File: src/sv/assert_macros.svh
// assertion macros shared by the rtl
`ifndef ASSERT_MACROS_SVH
`define ASSERT_MACROS_SVH
`ifndef SYNTH
`define PHCAL_ASSERT_IMP(lbl, ante, cons) \
  lbl: assert property (@(posedge clk) disable iff (!rst_n) (ante) |-> (cons)) \
    else $error("assertion failed");
`define PHCAL_ASSERT_NXT(lbl, ante, cons) \
  lbl: assert property (@(posedge clk) disable iff (!rst_n) (ante) |=> (cons)) \
    else $error("assertion failed");
`else
`define PHCAL_ASSERT_IMP(lbl, ante, cons)
`define PHCAL_ASSERT_NXT(lbl, ante, cons)
`endif
`endif

File: src/sv/phcal_pkg.sv
// shared types and constants of the ph calibration block
package phcal_pkg;
  localparam int SAMPLE_W = 24;
  localparam int TEMP_W = 15;
  localparam int SUM_W = 32;
  localparam int CNT_W = 8;
  localparam int DIV_NUM_W = 64;
  localparam int DIV_DEN_W = 36;
  localparam int DIV_QUO_W = 38;
  localparam int DIV_ITER_W = 7;

  localparam logic [14:0] KELVIN_CENTI = 15'd27315;
  localparam logic [19:0] UV_PER_V = 20'd1000000;
  localparam logic signed [17:0] TC_MIN = 18'sd100;
  localparam logic signed [39:0] PH_MAX = 40'sd8388607;
  localparam logic signed [39:0] PH_MIN = -40'sd8388608;

  localparam logic [1:0] ST_OK = 2'd0;
  localparam logic [1:0] ST_READ_FAIL = 2'd1;
  localparam logic [1:0] ST_BAD_CAL = 2'd2;

  localparam logic [1:0] MODE_LT = 2'd1;
  localparam logic [1:0] MODE_LE = 2'd2;

  localparam logic [2:0] REG_MODE = 3'd0;
  localparam logic [2:0] REG_COUNT = 3'd1;
  localparam logic [2:0] REG_CAL_TEMP = 3'd2;
  localparam logic [2:0] REG_SLOPE_LO = 3'd3;
  localparam logic [2:0] REG_OFFSET_LO = 3'd4;
  localparam logic [2:0] REG_SLOPE_HI = 3'd5;
  localparam logic [2:0] REG_OFFSET_HI = 3'd6;
  localparam logic [2:0] REG_SPLIT = 3'd7;

  // queue entry from front to back
  typedef struct packed {
    logic                     fail;
    logic signed [SUM_W-1:0]  sum;
    logic [CNT_W-1:0]         cnt;
    logic signed [TEMP_W-1:0] temp;
  } ent_t;

  typedef struct packed {
    logic                  start;
    logic [DIV_NUM_W-1:0]  num;
    logic [DIV_DEN_W-1:0]  den;
    logic [DIV_ITER_W-1:0] iters;
  } div_req_t;

  typedef struct packed {
    logic                 busy;
    logic                 done;
    logic [DIV_QUO_W-1:0] quo;
  } div_rsp_t;
endpackage

File: src/sv/phcal_fifo.sv
// two-entry queue between front and back
module phcal_fifo import phcal_pkg::*; (
  input  logic clk,
  input  logic rst_n,
  input  logic push,
  input  ent_t push_data,
  input  logic pop,
  output ent_t head,
  output logic full,
  output logic empty
);
  ent_t       mem_r [2];
  logic       wp_r, wp_nxt;
  logic       rp_r, rp_nxt;
  logic [1:0] cnt_r, cnt_nxt;

  assign head  = mem_r[rp_r];
  assign full  = (cnt_r == 2'd2);
  assign empty = (cnt_r == 2'd0);

  // pointer and fill update
  always_comb begin
    wp_nxt  = wp_r + 1'b1;
    rp_nxt  = rp_r + 1'b1;
    cnt_nxt = cnt_r + 2'(push) - 2'(pop);
  end

  always_ff @(posedge clk) begin
    if (!rst_n) begin
      wp_r  <= 1'b0;
      rp_r  <= 1'b0;
      cnt_r <= 2'd0;
    end else begin
      if (push) wp_r <= wp_nxt;
      if (pop) rp_r <= rp_nxt;
      cnt_r <= cnt_nxt;
    end
  end

  // storage
  always_ff @(posedge clk) begin
    if (push) mem_r[wp_r] <= push_data;
  end
endmodule

File: src/sv/phcal_div.sv
// shared restoring divider, one quotient bit per cycle
module phcal_div import phcal_pkg::*; (
  input  logic     clk,
  input  logic     rst_n,
  input  div_req_t req,
  output div_rsp_t rsp
);
  logic [DIV_DEN_W:0]    rem_r;
  logic [DIV_NUM_W-1:0]  num_r;
  logic [DIV_DEN_W-1:0]  den_r;
  logic [DIV_QUO_W-1:0]  quo_r;
  logic [DIV_ITER_W-1:0] cnt_r;
  logic                  busy_r;
  logic                  done_r;
  logic [DIV_DEN_W:0]    rem_sh;
  logic                  ge;
  logic [DIV_DEN_W:0]    rem_nxt;

  // one shift and subtract step
  always_comb begin
    rem_sh  = {rem_r[DIV_DEN_W-1:0], num_r[DIV_NUM_W-1]};
    ge      = (rem_sh >= {1'b0, den_r});
    rem_nxt = ge ? (rem_sh - {1'b0, den_r}) : rem_sh;
  end

  always_ff @(posedge clk) begin
    if (!rst_n) begin
      busy_r <= 1'b0;
      done_r <= 1'b0;
      cnt_r  <= '0;
    end else begin
      done_r <= 1'b0;
      if (req.start) begin
        busy_r <= 1'b1;
        cnt_r  <= req.iters;
      end else if (busy_r) begin
        cnt_r <= cnt_r - 1'b1;
        if (cnt_r == DIV_ITER_W'(1)) begin
          busy_r <= 1'b0;
          done_r <= 1'b1;
        end
      end
    end
  end

  // datapath
  always_ff @(posedge clk) begin
    if (req.start) begin
      rem_r <= '0;
      num_r <= req.num;
      den_r <= req.den;
      quo_r <= '0;
    end else if (busy_r) begin
      rem_r <= rem_nxt;
      num_r <= {num_r[DIV_NUM_W-2:0], 1'b0};
      quo_r <= {quo_r[DIV_QUO_W-2:0], ge};
    end
  end

  assign rsp.busy = busy_r;
  assign rsp.done = done_r;
  assign rsp.quo  = quo_r;
endmodule

File: src/sv/phcal_front.sv
// front end: accumulates samples and queues finished rounds or failures
module phcal_front import phcal_pkg::*; (
  input  logic                     clk,
  input  logic                     rst_n,
  input  logic                     in_valid,
  output logic                     in_ready,
  input  logic signed [SAMPLE_W-1:0] sample,
  input  logic                     failed,
  input  logic signed [TEMP_W-1:0] temp,
  input  logic [CNT_W-1:0]         sample_count,
  input  logic                     full,
  output logic                     push,
  output ent_t                     push_data
);
  logic signed [SUM_W-1:0] sum_r, sum_nxt;
  logic [CNT_W-1:0]        cnt_r, cnt_nxt;
  logic [CNT_W-1:0]        need;
  logic                    acc;
  logic                    round_end;

  assign in_ready = !full;
  assign acc      = in_valid && !full;

  // accumulate and classify
  always_comb begin
    need      = (sample_count == '0) ? CNT_W'(1) : sample_count;
    sum_nxt   = sum_r + SUM_W'(sample);
    cnt_nxt   = cnt_r + 1'b1;
    round_end = (cnt_nxt >= need);
    push      = acc && (failed || round_end);
    push_data.fail = failed;
    push_data.sum  = sum_nxt;
    push_data.cnt  = cnt_nxt;
    push_data.temp = temp;
  end

  always_ff @(posedge clk) begin
    if (!rst_n) begin
      sum_r <= '0;
      cnt_r <= '0;
    end else if (acc) begin
      if (failed || round_end) begin
        sum_r <= '0;
        cnt_r <= '0;
      end else begin
        sum_r <= sum_nxt;
        cnt_r <= cnt_nxt;
      end
    end
  end
endmodule

File: src/sv/phcal_back.sv
// back end: mean, compensation, division and the output register
`include "assert_macros.svh"
module phcal_back import phcal_pkg::*; (
  input  logic               clk,
  input  logic               rst_n,
  input  logic               empty,
  input  ent_t               head,
  output logic               pop,
  input  logic [1:0]         mode,
  input  logic signed [15:0] cal_temp,
  input  logic signed [23:0] slope_low,
  input  logic signed [23:0] offset_low,
  input  logic signed [23:0] slope_high,
  input  logic signed [23:0] offset_high,
  input  logic signed [23:0] split_volts,
  output logic               out_valid,
  input  logic               out_ready,
  output logic signed [23:0] out_ph,
  output logic signed [23:0] out_avg,
  output logic [1:0]         out_status
);
  localparam logic [3:0] S_IDLE   = 4'd0;
  localparam logic [3:0] S_DIV1   = 4'd1;
  localparam logic [3:0] S_MUL1   = 4'd2;
  localparam logic [3:0] S_MUL2   = 4'd3;
  localparam logic [3:0] S_MUL3   = 4'd4;
  localparam logic [3:0] S_DIV2GO = 4'd5;
  localparam logic [3:0] S_DIV2   = 4'd6;
  localparam logic [3:0] S_SEND   = 4'd7;

  logic [3:0]          state_r, state_nxt;
  ent_t                ent_r;
  logic signed [23:0]  mean_r;
  logic [47:0]         p_r;
  logic                neg_r;
  logic signed [23:0]  off_r;
  logic [63:0]         acc_r;
  logic [DIV_DEN_W-1:0] den_r;
  logic signed [23:0]  res_ph_r;
  logic signed [23:0]  res_avg_r;
  logic [1:0]          res_st_r;
  logic                out_valid_r;
  logic signed [23:0]  out_ph_r;
  logic signed [23:0]  out_avg_r;
  logic [1:0]          out_st_r;

  div_req_t            div_req;
  div_rsp_t            div_rsp;

  logic signed [17:0]  tc;
  logic                bad_cal;
  logic [16:0]         tm17;
  logic [15:0]         tm;
  logic [31:0]         sum_abs;
  logic [31:0]         mean_mag;
  logic signed [23:0]  mean_new;
  logic                low;
  logic signed [23:0]  slope_sel;
  logic [23:0]         s_abs;
  logic [23:0]         m_abs;
  logic signed [39:0]  q_s;
  logic signed [39:0]  ph_w;
  logic signed [23:0]  ph_sat;
  logic                out_free;

  phcal_div u_div (
    .clk (clk),
    .rst_n (rst_n),
    .req (div_req),
    .rsp (div_rsp)
  );

  // temperatures in centikelvin
  always_comb begin
    tc      = 18'(cal_temp) + 18'(signed'({1'b0, KELVIN_CENTI}));
    bad_cal = (tc < TC_MIN);
    tm17    = 17'(ent_r.temp) + 17'(KELVIN_CENTI);
    tm      = tm17[15:0];
  end

  // mean from the first division
  always_comb begin
    sum_abs  = head.sum[SUM_W-1] ? 32'(-head.sum) : 32'(head.sum);
    mean_mag = div_rsp.quo[31:0];
    mean_new = ent_r.sum[SUM_W-1] ? 24'(-mean_mag) : 24'(mean_mag);
  end

  // line selection and magnitudes
  always_comb begin
    case (mode)
      MODE_LT: low = (mean_r < split_volts);
      MODE_LE: low = (mean_r <= split_volts);
      default: low = 1'b1;
    endcase
    slope_sel = low ? slope_low : slope_high;
    s_abs     = slope_sel[23] ? 24'(-slope_sel) : 24'(slope_sel);
    m_abs     = mean_r[23] ? 24'(-mean_r) : 24'(mean_r);
  end

  // signed quotient plus offset, saturated
  always_comb begin
    q_s  = neg_r ? -signed'({2'b0, div_rsp.quo}) : signed'({2'b0, div_rsp.quo});
    ph_w = q_s + 40'(off_r);
    if (ph_w > PH_MAX) ph_sat = PH_MAX[23:0];
    else if (ph_w < PH_MIN) ph_sat = PH_MIN[23:0];
    else ph_sat = ph_w[23:0];
  end

  // divider requests
  always_comb begin
    div_req.start = 1'b0;
    div_req.num   = {sum_abs, 32'b0};
    div_req.den   = DIV_DEN_W'(head.cnt);
    div_req.iters = DIV_ITER_W'(32);
    if (state_r == S_IDLE && !empty && !head.fail) begin
      div_req.start = 1'b1;
    end else if (state_r == S_DIV2GO) begin
      div_req.start = 1'b1;
      div_req.num   = acc_r;
      div_req.den   = den_r;
      div_req.iters = DIV_ITER_W'(64);
    end
  end

  assign out_free = !out_valid_r || out_ready;
  assign pop      = (state_r == S_IDLE) && !empty;

  // sequencer
  always_comb begin
    state_nxt = state_r;
    unique case (state_r)
      S_IDLE:   if (!empty) state_nxt = head.fail ? S_SEND : S_DIV1;
      S_DIV1:   if (div_rsp.done) state_nxt = bad_cal ? S_SEND : S_MUL1;
      S_MUL1:   state_nxt = S_MUL2;
      S_MUL2:   state_nxt = S_MUL3;
      S_MUL3:   state_nxt = S_DIV2GO;
      S_DIV2GO: state_nxt = S_DIV2;
      S_DIV2:   if (div_rsp.done) state_nxt = S_SEND;
      S_SEND:   if (out_free) state_nxt = S_IDLE;
      default:  state_nxt = S_IDLE;
    endcase
  end

  always_ff @(posedge clk) begin
    if (!rst_n) begin
      state_r     <= S_IDLE;
      out_valid_r <= 1'b0;
    end else begin
      state_r <= state_nxt;
      if (state_r == S_SEND && out_free) out_valid_r <= 1'b1;
      else if (out_ready) out_valid_r <= 1'b0;
    end
  end

  // datapath registers
  always_ff @(posedge clk) begin
    case (state_r)
      S_IDLE: begin
        ent_r     <= head;
        res_ph_r  <= '0;
        res_avg_r <= '0;
        res_st_r  <= ST_READ_FAIL;
      end
      S_DIV1: begin
        mean_r    <= mean_new;
        res_avg_r <= mean_new;
        res_ph_r  <= '0;
        res_st_r  <= bad_cal ? ST_BAD_CAL : ST_OK;
      end
      S_MUL1: begin
        p_r   <= s_abs * m_abs;
        neg_r <= slope_sel[23] ^ mean_r[23];
        off_r <= low ? offset_low : offset_high;
      end
      S_MUL2: begin
        acc_r <= 64'(p_r[23:0] * tm);
        den_r <= DIV_DEN_W'(tc[16:0] * UV_PER_V);
      end
      S_MUL3: acc_r <= acc_r + (64'(p_r[47:24] * tm) << 24);
      S_DIV2: if (div_rsp.done) res_ph_r <= ph_sat;
      default: ;
    endcase
    if (state_r == S_SEND && out_free) begin
      out_ph_r  <= res_ph_r;
      out_avg_r <= res_avg_r;
      out_st_r  <= res_st_r;
    end
  end

  assign out_valid  = out_valid_r;
  assign out_ph     = out_ph_r;
  assign out_avg    = out_avg_r;
  assign out_status = out_st_r;

  `PHCAL_ASSERT_IMP(a_div_idle_start, div_req.start, !div_rsp.busy)
  `PHCAL_ASSERT_IMP(a_pop_nonempty, pop, !empty)
  `PHCAL_ASSERT_NXT(a_send_loads, (state_r == S_SEND) && out_free, out_valid_r)
endmodule

File: src/sv/ph_probe_averaging_calibration.sv
// top level: configuration registers, front end, queue and back end
// a finished round reaches out_tvalid through the queue handoff, the mean division,
//   the multiply steps S_MUL1 to S_MUL3 and the ph division
// a read failure skips both divisions and goes from the queue straight to the output register
// throughput: one input word per cycle while the two-entry queue has room,
//   the back end takes the next round from the queue only once it is back in idle
// reset: synchronous active-low rst_n clears sum, count, queue and configuration registers
module ph_probe_averaging_calibration import phcal_pkg::*; (
  input  logic        clk,
  input  logic        rst_n,
  input  logic        in_tvalid,
  output logic        in_tready,
  input  logic [39:0] in_tdata,   // sample_uv[23:0], temp[38:24], zero pad
  input  logic        in_tuser,   // read_failed
  output logic        out_tvalid,
  input  logic        out_tready,
  output logic [47:0] out_tdata,  // ph[23:0], avg_uv[47:24]
  output logic [1:0]  out_tuser,  // status
  input  logic        cfg_we,
  input  logic [2:0]  cfg_addr,
  input  logic [23:0] cfg_wdata
);
  logic [1:0]         mode_r;
  logic [7:0]         count_r;
  logic signed [15:0] cal_temp_r;
  logic signed [23:0] slope_lo_r;
  logic signed [23:0] offset_lo_r;
  logic signed [23:0] slope_hi_r;
  logic signed [23:0] offset_hi_r;
  logic signed [23:0] split_r;

  logic               push;
  ent_t               push_data;
  logic               pop;
  ent_t               head;
  logic               full;
  logic               empty;
  logic signed [23:0] ph;
  logic signed [23:0] avg;

  // configuration registers
  always_ff @(posedge clk) begin
    if (!rst_n) begin
      mode_r      <= 2'd0;
      count_r     <= 8'd1;
      cal_temp_r  <= 16'sd2500;
      slope_lo_r  <= -24'sd229376;
      offset_lo_r <= 24'sd458752;
      slope_hi_r  <= -24'sd229376;
      offset_hi_r <= 24'sd458752;
      split_r     <= 24'sd0;
    end else if (cfg_we) begin
      unique case (cfg_addr)
        REG_MODE:      mode_r      <= cfg_wdata[1:0];
        REG_COUNT:     count_r     <= cfg_wdata[7:0];
        REG_CAL_TEMP:  cal_temp_r  <= cfg_wdata[15:0];
        REG_SLOPE_LO:  slope_lo_r  <= cfg_wdata;
        REG_OFFSET_LO: offset_lo_r <= cfg_wdata;
        REG_SLOPE_HI:  slope_hi_r  <= cfg_wdata;
        REG_OFFSET_HI: offset_hi_r <= cfg_wdata;
        REG_SPLIT:     split_r     <= cfg_wdata;
        default: ;
      endcase
    end
  end

  phcal_front u_front (
    .clk          (clk),
    .rst_n        (rst_n),
    .in_valid     (in_tvalid),
    .in_ready     (in_tready),
    .sample       (in_tdata[23:0]),
    .failed       (in_tuser),
    .temp         (in_tdata[38:24]),
    .sample_count (count_r),
    .full         (full),
    .push         (push),
    .push_data    (push_data)
  );

  phcal_fifo u_fifo (
    .clk       (clk),
    .rst_n     (rst_n),
    .push      (push),
    .push_data (push_data),
    .pop       (pop),
    .head      (head),
    .full      (full),
    .empty     (empty)
  );

  phcal_back u_back (
    .clk         (clk),
    .rst_n       (rst_n),
    .empty       (empty),
    .head        (head),
    .pop         (pop),
    .mode        (mode_r),
    .cal_temp    (cal_temp_r),
    .slope_low   (slope_lo_r),
    .offset_low  (offset_lo_r),
    .slope_high  (slope_hi_r),
    .offset_high (offset_hi_r),
    .split_volts (split_r),
    .out_valid   (out_tvalid),
    .out_ready   (out_tready),
    .out_ph      (ph),
    .out_avg     (avg),
    .out_status  (out_tuser)
  );

  assign out_tdata = {avg, ph};
endmodule
File: config.mk
export PLATFORM = sky130hd
export DESIGN_NAME = ph_probe_averaging_calibration
export DESIGN_NICKNAME = d
export VERILOG_FILES = /design/src/sv/phcal_pkg.sv /design/src/sv/phcal_fifo.sv /design/src/sv/phcal_div.sv /design/src/sv/phcal_front.sv /design/src/sv/phcal_back.sv /design/src/sv/ph_probe_averaging_calibration.sv
export VERILOG_INCLUDE_DIRS = /design/src /design/src/sv
export SDC_FILE = /design/constraint.sdc
export NUM_CORES = 2
export LEC_CHECK = 0
export BUFFER_PORTS_ARGS = -buffer_cell sky130_fd_sc_hd__buf_2
export CORE_MARGIN = 2
export CORE_UTILIZATION = 45
export CTS_CLUSTER_DIAMETER = 30
export CTS_CLUSTER_SIZE = 14
export DETAILED_ROUTE_END_ITERATION = 8
export PLACE_DENSITY_LB_ADDON = 0.1
export SLEW_MARGIN = 20
export SYNTH_ARGS = -nofsm -noshare
export SYNTH_HDL_FRONTEND = slang
export SYNTH_HIERARCHICAL = 1
export SYNTH_SLANG_ARGS = --single-unit
File: constraint.sdc
create_clock -name clk -period 14.49 [get_ports clk]
set_input_delay 0 -clock clk [delete_from_list [all_inputs] [get_ports clk]]
set_output_delay 0 -clock clk [all_outputs]
set_load 0.03 [all_outputs]
======== After elaboration in Yosys (flattened, before gate mapping) ========
Memory sizes are Yosys's and may differ from the RTL's. A register that Yosys moved wholly into a read port is not among the register bits.
Cells that the tools add are included.
word-level totals
  flip-flop bits (word level) ............. 716
  bits in writable memories ............... 112
  bits of input ports ..................... 73
  output and inout port bits .............. 52
  logic and storage cells ................. 169
  memories kept ........................... 1
operators by class
  $add $sub $neg .......................... 17
  multiply operators ...................... 4
  order comparisons ....................... 7
  equal/unequal tests ..................... 22
  multiplexer cells ....................... 44
  bitwise logic cells ..................... 4
  reductions and logical operators ........ 33
memories
  memory        depth  bits a word  read ports  clocked after memory_dff  write ports  line              source
  u_fifo.mem_r  2      56           1           1                         1            phcal_fifo.sv:12  ent_t mem_r [2];
operator list
  kind                                                  number
  2-to-1 mux 24 bit                                     8
  2-to-1 mux 64 bit                                     2
  case mux 64 bit (2 select lines)                      1
  2-to-1 mux 108 bit                                    1
  2-to-1 mux 107 bit                                    1
  case mux 24 bit (2 select lines)                      2
  multiplier 24 x 16 -> 40 bit                          2
  negator 24 bit                                        3
  adder 64 bit                                          1
  2-to-1 mux 32 bit                                     2
  multiplier 24 x 24 -> 48 bit                          1
  adder 40 x 24 -> 40 bit                               1
  > comparator 40 x 24 -> 1 bit, second input constant  1
  < comparator 40 x 24 -> 1 bit, second input constant  1
  2-to-1 mux 40 bit                                     1
  negator 38 -> 40 bit                                  1
  >= comparator 37 x 36 -> 1 bit                        1
  2-to-1 mux 36 bit                                     1
  subtractor 36 bit                                     1
  adder 32 x 24 -> 32 bit                               1
  negator 32 bit                                        1
  case mux 4 bit (8 select lines)                       1
  multiplier 17 x 14 -> 30 bit, second input constant   1
  less-or-equal comparator 24 bit                       1
  other kinds (43)                                      94

======== Logic depth before layout (Yosys ltp) ========
  depth in word-level cells ............... 8
  gate-level depth with buffers ........... 45
  gate-level depth less buffers ........... 43

======== Hierarchy ========
The synthesis kept the hierarchy.
by module, submodules not included
  module                          instances  cells an instance  area each (sq um)  seq. area each (sq um)
  phcal_back                      1          7245               65497.8            9298.9
  phcal_div                       1          915                9593.0             4664.5
  ph_probe_averaging_calibration  1          527                5570.3             2922.8
  phcal_fifo                      1          195                4430.5             3463.3
  phcal_front                     1          450                3554.7             800.8

======== Worst setup path after synthesis ========
Ideal clock, no wire load.
  kind .................................... register -> register
  from .................................... reg u_back.mean_r[0]
  to ...................................... reg u_back.p_r[46] (data pin)
  setup time .............................. 0.265 ns
  arrival ................................. 10.663 ns
  required time ........................... 14.225 ns
  path slack .............................. 3.562 ns
  stages on the path, launching flop included .. 43
  buffers on the path ..................... 4
  clock period less this slack ............ 10.928 ns
  cells stage by stage .................... edfxtp_1 > clkbuf_1 > inv_1 > clkbuf_1 > ha_1 > nor2b_1 > o21a_1 > o21a_1 > o21bai_1 > a21oi_1 > o31ai_1 > a2111oi_0 > a2111oi_2 > nand2_1 > clkbuf_1 > mux2i_1 > xor2_1 > clkbuf_1 > (+7 left out) > fa_1 > inv_1 > fa_1 > fa_1 > inv_1 > ha_1 > o21a_1 > o21a_1 > or3b_2 > a41oi_1 > o21ai_0 > a21oi_1 > o31ai_1 > o221ai_1 > nor2_1 > a2111oi_0 > o21ai_0 > xor2_1
on the way
  word-level cells in the longest chain between the ends .. 6
  elaborated cells on any way between the ends .. 9
  classes of those cells .................. 2 x add/sub; 1 x mul; 2 x order compare; 4 x mux
ends and longest elaborated chain
  what                                                                           line                                source
  from (decl)                                                                    phcal_back.sv:33                    logic signed [23:0] mean_r;
  from (signal assigned)                                                         phcal_back.sv:165                   mean_r <= mean_new;
  less-or-equal comparator 24 bit / < comparator 24 bit (equally long branches)  phcal_back.sv:92, phcal_back.sv:91
  case mux 1 bit (2 select lines)                                                phcal_back.sv:90                    case (mode)
  2-to-1 mux 24 bit                                                              phcal_back.sv:95                    slope_sel = low ? slope_low : slope_high;
  negator 24 bit                                                                 phcal_back.sv:96                    s_abs = slope_sel[23] ? 24'(-slope_sel) : 24'(slope_sel);
  2-to-1 mux 24 bit                                                              phcal_back.sv:96
  multiplier 24 x 24 -> 48 bit (*)                                               phcal_back.sv:171                   p_r <= s_abs * m_abs;
  to (signal assigned)                                                           phcal_back.sv:171
  to (decl)                                                                      phcal_back.sv:34                    logic [47:0] p_r;
Mark *: on every way between the ends. The rest lies on a longest branch, timed or not.
A chain may end at the register's enable or synchronous reset.

======== Worst setup path after layout ========
Same ends and word-level chain as after synthesis.

==> metrics.txt <==
Worst-path clk slew 50 ps; Slew Viols, Final 0; root buffer cell clkbuf_16; DP HPWL 192000 um; DRT antenna net count 0; final instance area 101000 sq um; Die H 448 um; placed cell area 92200 sq um; setup TNS 0 ps; Final period util 90.4%; Max Cap Viol 0; Via Count 65500; WL final 250000 um; core area 195000 sq um; initial antenna violation count 14; fill count 18000; worst-path cell with the longest stage delay edfxtp_1; Crit Path Class register to register; vias per cell 5.32; CTS tree built; Final Hold Fails 0; first-pass GRT wire length 392000 um; Final GP Congestion 0.915; Final setup viols 0; wire per inst 20.3 um; total gr overflow 0; YS warnings 6; crit path DAT 13630 ps; crit path capture type register; Synth Cell Area 88600 sq um; PortBufs 123; critical path's largest stage delay 850 ps; Die ar. 201000 sq um; CP most frequent cell fa_1; 1st-iter DRT viols 4409; Syn Inst Count 9331; post-CTS setup buffer count 0; crit start category register; clk_skew 79.8 ps; DR pass1 iterations 6; Max-slew headroom 19.9%; nets 11400; Avg Inst Size Synth 9.50 sq um; Total GRT Usage 25.3%; worst-path maximum fanout 31; htree depth 4; Top Ports 125; layout cells sized above 1 9.11%; run status finished clean; RSZ-0062 raised after global routing no; # rows 162; crit path time final 13100 ps; fmax 0.0763 GHz; CTS Buf Count 196; largest net degree at the start of global routing 94; Critical Path RT 15020 ps; clock latency on the worst-skew pair 830 ps; Slew @ Worst Pin 1200 ps; Initial Utilization 45.4%; die width 448 um; Hold Crit Class primary input to register; CTS Buffer Depth 3; # clock sinks 797; DRC viols 0; Layout area overhead 13.6%; vias in the first global route 67800
==> placed cells by master, fill, tap and decap left out, types with 261 or more instances in the layout <==
master	count
o21ai_0	261
ha_1	697
nor2_1	660
a21oi_1	295
edfxtp_1	519
xnor2_1	263
dfxtp_1	276
nand2_1	1341
inv_1	1419
and2_1	319
fa_1	1157
==> state kept, by name, indices dropped and copies added (netlist names), 24 cells and up, named ones only <==
register	flops
u_back/u_div/num_r	64
u_back/u_div/quo_r	38
u_back/u_div/den_r	36
u_back/mean_r	24
offset_hi_r	24
u_back/out_avg	24
slope_hi_r	24
u_back/p_r	48
offset_lo_r	24
u_back/res_avg_r	24
u_back/u_div/rem_r	36
split_r	24
slope_lo_r	24
u_back/acc_r	64
u_back/res_ph_r	24
u_fifo/mem_r	112
u_back/den_r	30
u_back/out_ph	24
u_back/off_r	24
u_front/sum_r	32
==> through the flow <==
step	util (%)	hold WS (ps)	cells	setup slack (ps)
detailed placement	47.2	197	11800	1470
global route	51.5	25.6	12300	660
finish	51.5	47.3	12300	1390
floorplan	-	114	9335	3560
CTS	51.5	1.53	12300	1420
global placement	47.2	195	11800	1290
==> per-layer routing <==
metal  global-route usage [%]  share of wire (%)
met1                     34.8                 45
met2                     40.8                 46
met3                     3.64                5.6
met4                     8.71                3.5
met5                        0                  0
==> final timing paths <==
check	startpoint	endpoint	slack, ps	cells after the start
worst max register to register	u_back/mean_r[0]$_DFFE_PP_	u_back/p_r[46]$_DFFE_PP_	1390	40
worst min register to register	u_back/res_avg_r[0]$_SDFFCE_PN0P_	u_back/out_avg[0]$_DFFE_PP_	370	0
worst min-delay path	in_tdata[35]	u_fifo/mem_r[1][11]$_DFFE_PP_	50	2
worst max-delay path	u_back/mean_r[0]$_DFFE_PP_	u_back/p_r[46]$_DFFE_PP_	1390	40
==> cell type report <==
| class | instances | area [sq um] | area share [%] |
|---|---|---|---|
| clock inverter | 144 | 2200 | 2.19 |
| antenna | 3 | 7.51 | 0.00745 |
| timing repair buffer | 389 | 2900 | 2.88 |
| multi-input combinational | 6710 | 60700 | 60.3 |
| tap | 2624 | 3280 | 3.26 |
| clock buffer | 230 | 5120 | 5.09 |
| sequential | 797 | 21200 | 21.0 |
| inverter | 1422 | 5340 | 5.30 |
==> worst max-delay path, delay by kind of cell, from the launching register on <==
family          cells  cell delay (ps)
fa+ha+maj           9             4300
compound gates     17             4010
buf+inv             7             1510
xor+xnor            2              940
flops               1              850
simple gates        4              780
mux                 1              390
==> timing repair <==
item | in CTS | in global routing
gates resized for setup | 0 | 0
hold endpoints to repair | 286 | 0
setup endpoints to repair | 0 | 0
hold buffers | 114 | 0
Power is not shown: default switching activity piles up to over one toggle a cycle in this logic, so the estimate is an artifact.
